===== config.mk =====
export PLATFORM = sky130hd
export DESIGN_NAME = fir_lowpass_16tap_unit_flat
export DESIGN_NICKNAME = d
export VERILOG_FILES = /design/src/hdl/fir16_pkg.sv /design/src/hdl/fir16_if.sv /design/src/hdl/fir_lowpass_16tap_unit.sv /design/src/hdl/fir16_da.sv /design/src/flat_wrapper.sv
export SDC_FILE = /design/constraint.sdc
export NUM_CORES = 1
export LEC_CHECK = 0
export ABC_CLOCK_PERIOD_IN_PS = 32000
export BUFFER_PORTS_ARGS = -buffer_cell sky130_fd_sc_hd__buf_4
export CAP_MARGIN = 5
export CORE_ASPECT_RATIO = 1.2
export CORE_MARGIN = 2
export CORE_UTILIZATION = 35
export CTS_CLUSTER_SIZE = 16
export DETAILED_ROUTE_END_ITERATION = 16
export GPL_TIMING_DRIVEN = 0
export RECOVER_POWER = 100
export SLEW_MARGIN = 25
export SYNTH_ARGS = -nofsm -noshare
export SYNTH_HDL_FRONTEND = slang
export SYNTH_SLANG_ARGS = --single-unit
export TNS_END_PERCENT = 1

===== constraint.sdc =====
create_clock -name i_clk -period 32 [get_ports i_clk]
set_input_delay 6.4 -clock i_clk [delete_from_list [all_inputs] [get_ports i_clk]]
set_output_delay 6.4 -clock i_clk [all_outputs]
set_load 0.02 [all_outputs]

===== src/hdl/fir16_pkg.sv =====
// Shared constants and types for the 16-tap symmetric FIR low-pass filter.
package fir16_pkg;

    localparam int TAPS         = 16;
    localparam int NPAIRS       = TAPS / 2;
    localparam int PAIR_IDX_W   = $clog2(NPAIRS);
    localparam int CFG_IDX_W    = 4;
    localparam int SAMPLE_WIDTH = 16;
    localparam int COEF_WIDTH   = 16;

    // Q1.15 Hamming low-pass coefficients, one per mirrored tap pair
    localparam int COEF_RESET [NPAIRS] = '{-157, -288, -282, 0, 564, 1291, 2012, 2503};

    // Sequencer to bit-serial datapath
    typedef struct packed {
        logic start;    // clear carries and accumulator
        logic step;     // consume one bit of every pair sum
        logic msb;      // this bit is the sign bit of the pair sums
    } t_da_ctrl;

endpackage


===== src/hdl/fir16_if.sv =====
// Valid/ready channel interfaces for filter samples in and out.
interface fir16_in_if #(
    parameter int W = fir16_pkg::SAMPLE_WIDTH
);
    logic                valid;
    logic                ready;
    logic signed [W-1:0] sample_in;
    logic                clear_history;

    modport source (output valid, output sample_in, output clear_history, input ready);
    modport sink   (input valid, input sample_in, input clear_history, output ready);
endinterface

interface fir16_out_if #(
    parameter int W = fir16_pkg::SAMPLE_WIDTH
);
    logic                valid;
    logic                ready;
    logic signed [W-1:0] sample_out;
    logic                saturated;

    modport source (output valid, output sample_out, output saturated, input ready);
    modport sink   (input valid, input sample_out, input saturated, output ready);
endinterface


===== src/hdl/fir_lowpass_16tap_unit.sv =====
// Top level of the 16-tap symmetric FIR low-pass filter.
// Usage:
//   i_samp takes one item: a Q1.15 sample and a clear flag that empties the
//   delay line before the sample goes in. o_filt returns one item per input:
//   the filtered sample, rounded to nearest and saturated, and a clip flag.
//   Coefficients (eight mirrored pairs) are written through i_cfg_we,
//   i_cfg_idx, i_cfg_data while the filter is idle; indices above 7 are ignored.
// Sequence:
//   After acceptance the tap pairs are pre-added and weighted one bit per
//   cycle, then a round step adds the rounding constant into a register and a
//   saturate step clips the result and loads it into the output register. A new
//   item is taken only once the previous one has left its saturate step.
// Reset:
//   Clears the delay line, loads the default Hamming coefficients and empties
//   the output register.
// Stall:
//   A finished result sits in the output register while the next item is
//   accepted and processed; that item waits in its saturate step until the
//   register is free.
module fir_lowpass_16tap_unit #(
    parameter int SAMPLE_WIDTH = fir16_pkg::SAMPLE_WIDTH,
    parameter int COEF_WIDTH   = fir16_pkg::COEF_WIDTH
) (
    input  logic                              i_clk,
    input  logic                              i_rst_n,
    input  logic                              i_cfg_we,
    input  logic [fir16_pkg::CFG_IDX_W-1:0]   i_cfg_idx,
    input  logic [COEF_WIDTH-1:0]             i_cfg_data,
    fir16_in_if.sink                          i_samp,
    fir16_out_if.source                       o_filt
);
    localparam int TAPS  = fir16_pkg::TAPS;
    localparam int NP    = fir16_pkg::NPAIRS;
    localparam int ACC_W = COEF_WIDTH + SAMPLE_WIDTH + 4;
    localparam int Q_W   = ACC_W - (COEF_WIDTH - 1);
    localparam int CNT_W = $clog2(SAMPLE_WIDTH + 1);
    localparam logic [ACC_W-1:0] RND = ACC_W'(1) << (COEF_WIDTH - 2);

    typedef enum logic [3:0] {
        ST_IDLE  = 4'b0001,
        ST_BITS  = 4'b0010,
        ST_ROUND = 4'b0100,
        ST_SAT   = 4'b1000
    } t_state;

    t_state                        r_state;
    logic [CNT_W-1:0]              r_bit;
    logic signed [SAMPLE_WIDTH-1:0] r_dly [TAPS];
    logic signed [COEF_WIDTH-1:0]  r_coef [NP];
    logic signed [ACC_W-1:0]       r_rnd;
    logic                          r_out_vld;
    logic signed [SAMPLE_WIDTH-1:0] r_out_smp;
    logic                          r_out_sat;

    fir16_pkg::t_da_ctrl           w_ctrl;
    logic [TAPS-1:0]               w_tap_bits;
    logic signed [ACC_W-1:0]       w_acc;
    logic                          w_in_acc;
    logic                          w_msb;
    logic                          w_load;
    logic [Q_W-1:0]                w_q;
    logic [Q_W-SAMPLE_WIDTH:0]     w_top;
    logic                          w_ovf;
    logic signed [SAMPLE_WIDTH-1:0] w_res;

    assign i_samp.ready = (r_state == ST_IDLE);
    assign w_in_acc     = i_samp.valid && i_samp.ready;
    assign w_msb        = (r_bit == CNT_W'(SAMPLE_WIDTH));
    assign w_load       = (r_state == ST_SAT) && (!r_out_vld || o_filt.ready);

    assign w_ctrl.start = w_in_acc;
    assign w_ctrl.step  = (r_state == ST_BITS);
    assign w_ctrl.msb   = w_msb;

    // LSB of each rotating tap, or its sign bit on the final step
    always_comb begin
        for (int k = 0; k < TAPS; k++) begin
            w_tap_bits[k] = w_msb ? r_dly[k][SAMPLE_WIDTH-1] : r_dly[k][0];
        end
    end

    fir16_da #(
        .SAMPLE_WIDTH (SAMPLE_WIDTH),
        .COEF_WIDTH   (COEF_WIDTH)
    ) u_da (
        .i_clk      (i_clk),
        .i_ctrl     (w_ctrl),
        .i_tap_bits (w_tap_bits),
        .i_coef     (r_coef),
        .o_acc      (w_acc)
    );

    // drop the fraction bits, clip to the sample range
    assign w_q   = r_rnd[ACC_W-1:COEF_WIDTH-1];
    assign w_top = w_q[Q_W-1:SAMPLE_WIDTH-1];
    assign w_ovf = !((&w_top) || !(|w_top));
    assign w_res = w_ovf ? (w_q[Q_W-1] ? {1'b1, {(SAMPLE_WIDTH-1){1'b0}}}
                                       : {1'b0, {(SAMPLE_WIDTH-1){1'b1}}})
                         : w_q[SAMPLE_WIDTH-1:0];

    always_ff @(posedge i_clk) begin
        if (!i_rst_n) begin
            r_state <= ST_IDLE;
            r_bit   <= '0;
            for (int k = 0; k < TAPS; k++) begin
                r_dly[k] <= '0;
            end
        end else begin
            case (r_state)
                ST_IDLE: begin
                    if (w_in_acc) begin
                        for (int k = 1; k < TAPS; k++) begin
                            r_dly[k] <= i_samp.clear_history ? '0 : r_dly[k-1];
                        end
                        r_dly[0] <= i_samp.sample_in;
                        r_bit    <= '0;
                        r_state  <= ST_BITS;
                    end
                end
                ST_BITS: begin
                    if (w_msb) begin
                        r_state <= ST_ROUND;
                    end else begin
                        // rotate: after SAMPLE_WIDTH steps each tap is back in place
                        for (int k = 0; k < TAPS; k++) begin
                            r_dly[k] <= {r_dly[k][0], r_dly[k][SAMPLE_WIDTH-1:1]};
                        end
                        r_bit <= r_bit + CNT_W'(1);
                    end
                end
                ST_ROUND: begin
                    r_state <= ST_SAT;
                end
                ST_SAT: begin
                    if (w_load) begin
                        r_state <= ST_IDLE;
                    end
                end
                default: begin
                    r_state <= ST_IDLE;
                end
            endcase
        end
    end

    always_ff @(posedge i_clk) begin
        if (r_state == ST_ROUND) begin
            r_rnd <= w_acc + RND;
        end
    end

    // coefficient registers
    always_ff @(posedge i_clk) begin
        if (!i_rst_n) begin
            for (int p = 0; p < NP; p++) begin
                r_coef[p] <= COEF_WIDTH'(fir16_pkg::COEF_RESET[p]);
            end
        end else if (i_cfg_we && (i_cfg_idx < fir16_pkg::CFG_IDX_W'(NP))) begin
            r_coef[i_cfg_idx[fir16_pkg::PAIR_IDX_W-1:0]] <= i_cfg_data;
        end
    end

    // output register
    always_ff @(posedge i_clk) begin
        if (!i_rst_n) begin
            r_out_vld <= 1'b0;
        end else if (w_load) begin
            r_out_vld <= 1'b1;
        end else if (o_filt.ready) begin
            r_out_vld <= 1'b0;
        end
    end

    always_ff @(posedge i_clk) begin
        if (w_load) begin
            r_out_smp <= w_res;
            r_out_sat <= w_ovf;
        end
    end

    assign o_filt.valid      = r_out_vld;
    assign o_filt.sample_out = r_out_smp;
    assign o_filt.saturated  = r_out_sat;

endmodule


===== src/hdl/fir16_da.sv =====
// Bit-serial pre-adder and distributed-arithmetic accumulator for the tap pairs.
module fir16_da #(
    parameter int SAMPLE_WIDTH = fir16_pkg::SAMPLE_WIDTH,
    parameter int COEF_WIDTH   = fir16_pkg::COEF_WIDTH
) (
    input  logic                                          i_clk,
    input  fir16_pkg::t_da_ctrl                           i_ctrl,
    input  logic [fir16_pkg::TAPS-1:0]                    i_tap_bits,
    input  logic signed [COEF_WIDTH-1:0]                  i_coef [fir16_pkg::NPAIRS],
    output logic signed [COEF_WIDTH+SAMPLE_WIDTH+3:0]     o_acc
);
    localparam int NP  = fir16_pkg::NPAIRS;
    localparam int T_W = COEF_WIDTH + 3;     // sum of eight coefficients
    localparam int H_W = COEF_WIDTH + 3;
    localparam int S_W = H_W + 1;
    localparam int L_W = SAMPLE_WIDTH + 1;   // bits of one pair sum

    logic [NP-1:0]         r_carry;
    logic [NP-1:0]         n_carry;
    logic [NP-1:0]         w_a;
    logic [NP-1:0]         w_c;
    logic [NP-1:0]         w_sb;
    logic signed [T_W-1:0] w_tsum;
    logic signed [S_W-1:0] w_s;
    logic signed [H_W-1:0] r_h;
    logic [L_W-1:0]        r_l;

    // serial pre-add of each mirrored pair, then sum the coefficients whose bit is set
    always_comb begin
        w_tsum = '0;
        for (int p = 0; p < NP; p++) begin
            w_a[p]     = i_tap_bits[p];
            w_c[p]     = i_tap_bits[fir16_pkg::TAPS-1-p];
            w_sb[p]    = w_a[p] ^ w_c[p] ^ r_carry[p];
            n_carry[p] = (w_a[p] & w_c[p]) | (w_a[p] & r_carry[p]) | (w_c[p] & r_carry[p]);
            if (w_sb[p]) begin
                w_tsum = w_tsum + T_W'(i_coef[p]);
            end
        end
    end

    // sign bit of the pair sums carries negative weight
    assign w_s = i_ctrl.msb ? (S_W'(r_h) - S_W'(w_tsum)) : (S_W'(r_h) + S_W'(w_tsum));

    always_ff @(posedge i_clk) begin
        if (i_ctrl.start) begin
            r_carry <= '0;
            r_h     <= '0;
            r_l     <= '0;
        end else if (i_ctrl.step) begin
            r_carry <= n_carry;
            r_h     <= w_s[S_W-1:1];
            r_l     <= {w_s[0], r_l[L_W-1:1]};
        end
    end

    assign o_acc = {r_h, r_l};

endmodule

===== src/flat_wrapper.sv =====
// flat-port wrapper written by rule: the top's interface ports become plain ports
module fir_lowpass_16tap_unit_flat 
#(
    parameter int SAMPLE_WIDTH = fir16_pkg::SAMPLE_WIDTH,
    parameter int COEF_WIDTH   = fir16_pkg::COEF_WIDTH
)
  (i_clk, i_rst_n, i_cfg_we, i_cfg_idx, i_cfg_data, i_samp_valid, i_samp_sample_in, i_samp_clear_history, i_samp_ready, o_filt_valid, o_filt_sample_out, o_filt_saturated, o_filt_ready);
  fir16_in_if i_samp_i ();
  fir16_out_if o_filt_i ();
  input  logic i_clk;
  input  logic i_rst_n;
  input  logic i_cfg_we;
  input  logic [fir16_pkg::CFG_IDX_W-1:0] i_cfg_idx;
  input  logic [COEF_WIDTH-1:0] i_cfg_data;
  input wire logic [$bits(i_samp_i.valid)-1:0] i_samp_valid;
  input wire logic [$bits(i_samp_i.sample_in)-1:0] i_samp_sample_in;
  input wire logic [$bits(i_samp_i.clear_history)-1:0] i_samp_clear_history;
  output wire logic [$bits(i_samp_i.ready)-1:0] i_samp_ready;
  output wire logic [$bits(o_filt_i.valid)-1:0] o_filt_valid;
  output wire logic [$bits(o_filt_i.sample_out)-1:0] o_filt_sample_out;
  output wire logic [$bits(o_filt_i.saturated)-1:0] o_filt_saturated;
  input wire logic [$bits(o_filt_i.ready)-1:0] o_filt_ready;
  assign i_samp_i.valid = i_samp_valid;
  assign i_samp_i.sample_in = i_samp_sample_in;
  assign i_samp_i.clear_history = i_samp_clear_history;
  assign i_samp_ready = i_samp_i.ready;
  assign o_filt_valid = o_filt_i.valid;
  assign o_filt_sample_out = o_filt_i.sample_out;
  assign o_filt_saturated = o_filt_i.saturated;
  assign o_filt_i.ready = o_filt_ready;
  fir_lowpass_16tap_unit #(.SAMPLE_WIDTH(SAMPLE_WIDTH), .COEF_WIDTH(COEF_WIDTH)) u_core (.i_clk(i_clk), .i_rst_n(i_rst_n), .i_cfg_we(i_cfg_we), .i_cfg_idx(i_cfg_idx), .i_cfg_data(i_cfg_data), .i_samp(i_samp_i), .o_filt(o_filt_i));
endmodule

==> results.yml, run 1 <==
clock_tree:
  cts_tree: "built"
  ctsHtreeMaxLevel: 2
  cts_resized: 0
  root_buffer: "clkbuf_16"
  clockBufferDepth: 3
  cts.sinks: 462
  cts_buffers: 49
  holdBufCountCts: 0
  insertion_delay_ps: 640
  cts_setup_buffers: 0
  path_clk_slew_ps: 60
timing:
  fmax_mhz: 59.7
  rsz0062_at_grt: "no"
  worstMarginPinSlew_ps: 2400
  finalHoldViolations: 0
  setup_viol: 0
  hold_slack_ps: 466
  finalCritPeriodShare_pct: 52.4
  relSlewSlack_pct: -60.3
  finalSetupTns_ps: 0
  final_max_slew_viol_count: 209
  post-route-min-period_ps: 16760
  finClkSkew_ps: 54.3
pwr:
  p_leak_nw: 12.3
  vdd_ir_drop_max_mv: 0.0466
  finalPower_mw: 2.43
  p_per_area_nw_per_um2: 78.0
placement:
  hpwlAfterDp_um: 60300
  dpl_cell_area_um2: 29700
  gp_congestion: 0.895
  portBuffers: 44
outcome:
  status: "finished, violations left"
  violations: "capacitance limit, slew limit"
grt:
  grt_use_total_pct: 19.1
  grt_pass1_vias: 21840
  grt-ovfl-total: 0
  antenna_found_initial: 1
  grt_first_pass_wirelength_um: 123000
  grt_max_degree: 46
synth:
  yosysSeqAreaShare_pct: 43.6
  synth_area_per_cell_um2: 9.76
  synth_area_leaders: "edfxtp_1, dfxtp_1, a22o_1, ha_1, nand2_1"
  synth_cells: 2864
  synth_seq_cells: 462
  synth_most_common_cell: "nand2_1"
  synth_fp_nets: 3074
  synth_area_leader_cell: "edfxtp_1"
  syn_area_um2: 27900
  async_flop_share_pct: 0
  ys_warn_count: 0
  yosysTopAreaCellShare_pct: 31.6
  synth.distinct_cells: 103
  synth_edf_count: 294
  synth_common_cells: "nand2_1, edfxtp_1, a22o_1, dfxtp_1, ha_1"
  ys.flop_type: "edfxtp_1"
critical_path:
  crit_type: "flop to flop"
  worst_setup_path_start_kind: "flop"
  cp_slowest_cell: "clkbuf_1"
  cp-end-kind: "flop"
  required_ps: 32490
  path_max_fanout: 10
  cpPeakStageDelay_ps: 550
  crit_start: "u_core.r_bit[0]"
  timing.rr.start: "u_core.r_bit[0]"
  arrival_ps: 17240
cells_and_area:
  syn2layout_area_growth_pct: 11.4
  drive_above_1_share_pct: 6.28
  finish.utilization_pct: 39.3
  antenna_cells: 0
  post-route-cell-area_um2: 31100
  nets: 3179
floorplan:
  die_area_um2: 82100
  die_h_um: 314
  die_x_um: 262
  floorplan.initialDensity_pct: 35.3
  core_um2: 79200
  rows: 113
  ios: 61
drt:
  antenna_left: 0
  vias: 22197
  drc_errors: 0
  routed_wl_um: 79100
  drt_first_pass_iters: 5
  drtIter0Drc: 1545
  detail_route.wl_per_cell_um: 19.5
  viasPerCell: 5.49
hold_path:
  hold_path.class: "flop to flop"
  worstHoldStart: "u_core.r_coef[123]"
flow_run:
  cap_violations: 5
==> logic make-up (layout without fill, tap and decap cells) <==
group                      Yosys count  count (layout)  share of synthesized area [%]
and+or+nand+nor                    922             922                           15.1
AOI/OAI and AO/OA                  866             866                           23.2
DFF                                462             462                           43.6
buffers and inverters              254             399                           3.67
adders and majority gates          169             169                           7.99
xor gates and xnor gates           137             137                           4.34
muxes                               54              54                           2.05
==> stage by stage <==
step / setup WS, ps / instances
after floorplan: 17760 / 2864
after global placement: 12720 / 3943
after detailed placement: 15980 / 3953
after CTS: 15900 / 4044
after global routing: 14050 / 4044
final: 15240 / 4044
==> layout by cell type (no fill, tap or decap), types with 10 or more instances in the layout <==
master	count
nand2_1	457
edfxtp_1	294
a22o_1	260
clkbuf_1	184
dfxtp_1	168
ha_1	152
nor2_1	139
a21oi_1	137
nand3_1	105
o21ai_0	95
xnor2_1	80
inv_1	79
a21o_1	63
a21boi_0	62
xor2_1	56
clkbuf_16	50
nor2b_1	40
o21a_1	34
buf_4	32
mux2i_1	32
o211ai_1	31
nor3_1	28
nand2b_1	25
a211oi_1	23
a31oi_1	21
mux2_2	19
and2_1	17
and3_1	16
fa_1	16
nand3b_1	14
or3_1	14
nand4_1	14
o21bai_1	11
o31a_1	10
==> routing by layer <==
layer | global-route usage, % | vias to the layer above | share of wire, %
li1 | - | 10835 | -
met1 | 24.4 | 10731 | 44
met2 | 32.6 | 483 | 48
met3 | 2.13 | 148 | 3.7
met4 | 7.72 | 0 | 4.0
met5 | 0 | - | 0
==> area by class of cell <==
class,instances,area [um^2]
tap,1035,1290
multi-input combinational,2148,14700
clock inverter,25,322
buffer,171,707
timing repair buffer,54,294
inverter,83,312
sequential,462,12200
fill,7900,48000
clock buffer,66,1320
==> final timing paths <==
kind                               to  slack, ps  depth (start not counted)
setup / recovery  u_core.u_da.r_h[18]      15240                         73
hold reg to reg    u_core.r_coef[123]        470                          2
hold / removal     u_core.r_coef[123]        470                          2
setup reg to reg  u_core.u_da.r_h[18]      15240                         73
==> power by group <==
part	internal, mW	total (mW)	switching (mW)
clock network	0.340	0.593	0.254
registers	0.677	0.706	0.0289
logic	0.461	1.13	0.668
==> registers in the layout (all words and copies together) (netlist names) <==
signal	count
u_core.u_da.r_l	3
u_core.u_da.r_h	19
u_core.r_state	4
u_core.o_filt.sample_out	16
u_core.r_bit	5
u_core.o_filt.valid	1
u_core.o_filt.saturated	1
u_core.r_dly	256
u_core.u_da.r_carry	8
u_core.r_coef	128
u_core.r_rnd	21
==> worst max-delay path: cells and delay by family (launching register included) <==
kind            cells  cell delay [ps]
xor+xnor            5              880
flops               1              390
buf+inv             7             2260
compound gates     28             5590
mux                 1              270
fa+ha+maj          11             3340
simple gates       21             3900
No activity file was read; power rests on OpenSTA's default activity.
==> run 2, diff against run 1 <==
--- a/config.mk
+++ b/config.mk
@@ -5,7 +5,8 @@
 export SDC_FILE = /design/constraint.sdc
 export NUM_CORES = 1
 export LEC_CHECK = 0
-export ABC_CLOCK_PERIOD_IN_PS = 32000
+export ABC_AREA = 1
+export ABC_CLOCK_PERIOD_IN_PS = 16030
 export BUFFER_PORTS_ARGS = -buffer_cell sky130_fd_sc_hd__buf_4
 export CAP_MARGIN = 5
 export CORE_ASPECT_RATIO = 1.2
==> constraint.sdc (replaced) <==
create_clock -name i_clk -period 16.03 [get_ports i_clk]
set_input_delay 3.206 -clock i_clk [delete_from_list [all_inputs] [get_ports i_clk]]
set_output_delay 3.206 -clock i_clk [all_outputs]
set_load 0.02 [all_outputs]
==> run 2 against run 1 <==
Against the previous run: the flow still finishes with violations (capacitance limit, slew limit); design area grew 5.0%; die area grew 4.5%; critical path depth up 12; flip-flop and latch count unchanged; first-iteration DRC count up 6.1%; synthesized cell count up 27%; register-to-register slack lost 14000 ps; global-route usage grew 0.50 points; count of clock-buffer cells in the layout is 1 lower; maximum frequency rose by 13%; area after synthesis is 4.6% higher; via count grew 11%.
==> results.yml, run 2 <==
synth:
  synth_cells: 3629
  yosysTopAreaCellShare_pct: 30.2
  ys_warn_count: 0
  synth_common_cells: "nand2_1, inv_1, nor2_1, edfxtp_1, nand3_1"
  synth_area_per_cell_um2: 8.05
  syn_area_um2: 29200
  synth_fp_nets: 3839
  ys.flop_type: "edfxtp_1"
  synth.distinct_cells: 61
  async_flop_share_pct: 0
  synth_most_common_cell: "nand2_1"
  synth_seq_cells: 462
  synth_area_leaders: "edfxtp_1, dfxtp_1, nand2_1, inv_1, ha_1"
  yosysSeqAreaShare_pct: 41.7
  synth_area_leader_cell: "edfxtp_1"
  synth_edf_count: 294
timing:
  post-route-min-period_ps: 14830
  worstMarginPinSlew_ps: 2850
  finalSetupTns_ps: 0
  relSlewSlack_pct: -90.0
  finalHoldViolations: 0
  finalCritPeriodShare_pct: 92.5
  setup_viol: 0
  final_max_slew_viol_count: 238
  rsz0062_at_grt: "no"
  finClkSkew_ps: 37.1
  fmax_mhz: 67.4
placement:
  portBuffers: 44
  gp_congestion: 0.939
  hpwlAfterDp_um: 65300
grt:
  antenna_found_initial: 1
  grt_first_pass_wirelength_um: 133000
  grt_use_total_pct: 19.6
  grt_pass1_vias: 24381
  grt-ovfl-total: 0
  grt_max_degree: 54
critical_path:
  required_ps: 16610
  crit_type: "flop to flop"
  path_buf_inv: 14
  arrival_ps: 15400
  crit_family: "simple AND/OR/NAND/NOR gates"
  r2r_slack_ps: 1200
  cpPeakStageDelay_ps: 670
  timing.rr.start: "u_core.r_bit[0]"
  cp_slowest_cell: "fa_1"
  path_max_fanout: 10
  r2r_cells: 85
  worst_setup_path_start_kind: "flop"
  r2r-end: "u_core.u_da.r_h[18]"
  cp-end-kind: "flop"
  crit_top_cell: "nand2_1"
drt:
  antenna_left: 0
  vias: 24701
  routed_wl_um: 84400
  viasPerCell: 5.04
  drc_errors: 0
  detail_route.wl_per_cell_um: 17.2
  drt_first_pass_iters: 5
  drtIter0Drc: 1640
cells_and_area:
  nets: 3947
  fillers: 8620
  drive_above_1_share_pct: 8.41
  largest_reg_flops: 256
  top_register: "u_core.r_dly"
  largest_registers: "u_core.r_dly: 256 flops, u_core.r_coef: 128 flops, u_core.r_rnd: 21 flops"
  syn2layout_area_growth_pct: 11.9
  layout_common_cells: "nand2_1, inv_1, nor2_1"
  final_common_cell: "nand2_1"
clock_tree:
  root_buffer: "clkbuf_16"
  cts_tree: "built"
  insertion_delay_ps: 640
  cts_buffers: 54
  path_clk_slew_ps: 70
  clockBufferDepth: 3
  cts_setup_buffers: 0
  cts.sinks: 462
  ctsHtreeMaxLevel: 2
floorplan:
  core_um2: 83000
  ios: 61
  die_h_um: 320
  die_x_um: 268
  rows: 116
  die_area_um2: 85800
  floorplan.initialDensity_pct: 35.2
hold_path:
  hold_path.class: "flop to flop"
  holdPathEnd: "u_core.r_coef[122]"
  worstHoldStart: "u_core.r_coef[122]"
  hold_path_depth: 2
outcome:
  violations: "capacitance limit, slew limit"
  status: "finished, violations left"
flow_run:
  cap_violations: 6
run 2: worst max-delay path by stage:
stage,startpoint,cells after the start,end,slack (ps)
2_1_floorplan,u_core.r_bit[0],84,u_core.u_da.r_h[18],4070
3_3_place_gp,u_core.r_bit[0],84,u_core.u_da.r_h[18],1340
3_5_place_dp,u_core.r_bit[0],84,u_core.u_da.r_h[18],1290
4_1_cts,u_core.r_bit[0],84,u_core.u_da.r_h[18],1200
5_1_grt,u_core.r_bit[0],85,u_core.u_da.r_h[18],40
6_report,u_core.r_bit[0],85,u_core.u_da.r_h[18],1200
run 2: worst register-to-register path, delay by kind of cell, from the launching register on:
| family | cells | cell delay [ps] |
|---|---|---|
| flops | 1 | 310 |
| buf+inv | 14 | 1410 |
| xor+xnor | 5 | 830 |
| fa+ha+maj | 11 | 3760 |
| simple gates | 42 | 5480 |
| compound gates | 13 | 2940 |
run 2: metal layers:
layer  GRT usage, %  up-vias  wire [um]
li1               -    12481          -
met1           24.0    11535      35800
met2           34.4      516      41200
met3           2.41      169       3560
met4           8.19        0       3780
met5              0        -          0
run 2: layout make-up:
class                   count  area [um^2]  share of cell area (%)
diodes                      1         2.50                 0.00765
repair buffers             52          278                   0.850
multi-input cells        2479        14300                    43.8
inverters                 530         1990                    6.09
clock buffers              65         1430                    4.39
clock inverters            34          385                    1.18
flip-flops and latches    462        12200                    37.3
well taps                1121         1400                    4.29
plain buffers             158          671                    2.05
run 2: kinds of logic after synthesis:
logic type / after synthesis / synth area share [%]
flops: 462 / 41.7
simple gates: 1511 / 23.9
xor+xnor: 103 / 3.11
fa+ha+maj: 168 / 7.61
buf+inv: 688 / 9.12
compound gates: 697 / 14.5
run 2: what timing repair did:
action / 4_1_cts / 5_1_grt
hold buffers: 0 / 0
gates resized for setup: 0 / 2
endpoints found under the setup margin: 0 / 1
endpoints found under the hold margin: 0 / 0
run 2: through the flow:
step | setup WS (ps) | hold WS, ps | cells | util, % | area, um^2
floorplan | 4070 | 429 | 3629 | - | 29200
global placement | 1340 | 437 | 4794 | 37.3 | 30900
detailed placement | 1290 | 442 | 4802 | 37.5 | 31100
CTS | 1200 | 458 | 4901 | 39.6 | 32900
global route | 42.1 | 482 | 4901 | 39.4 | 32700
finish | 1200 | 461 | 4902 | 39.4 | 32700
Power of run 2 is not shown: default switching activity piles up to over one toggle a cycle in this logic, so the estimate is an artifact.
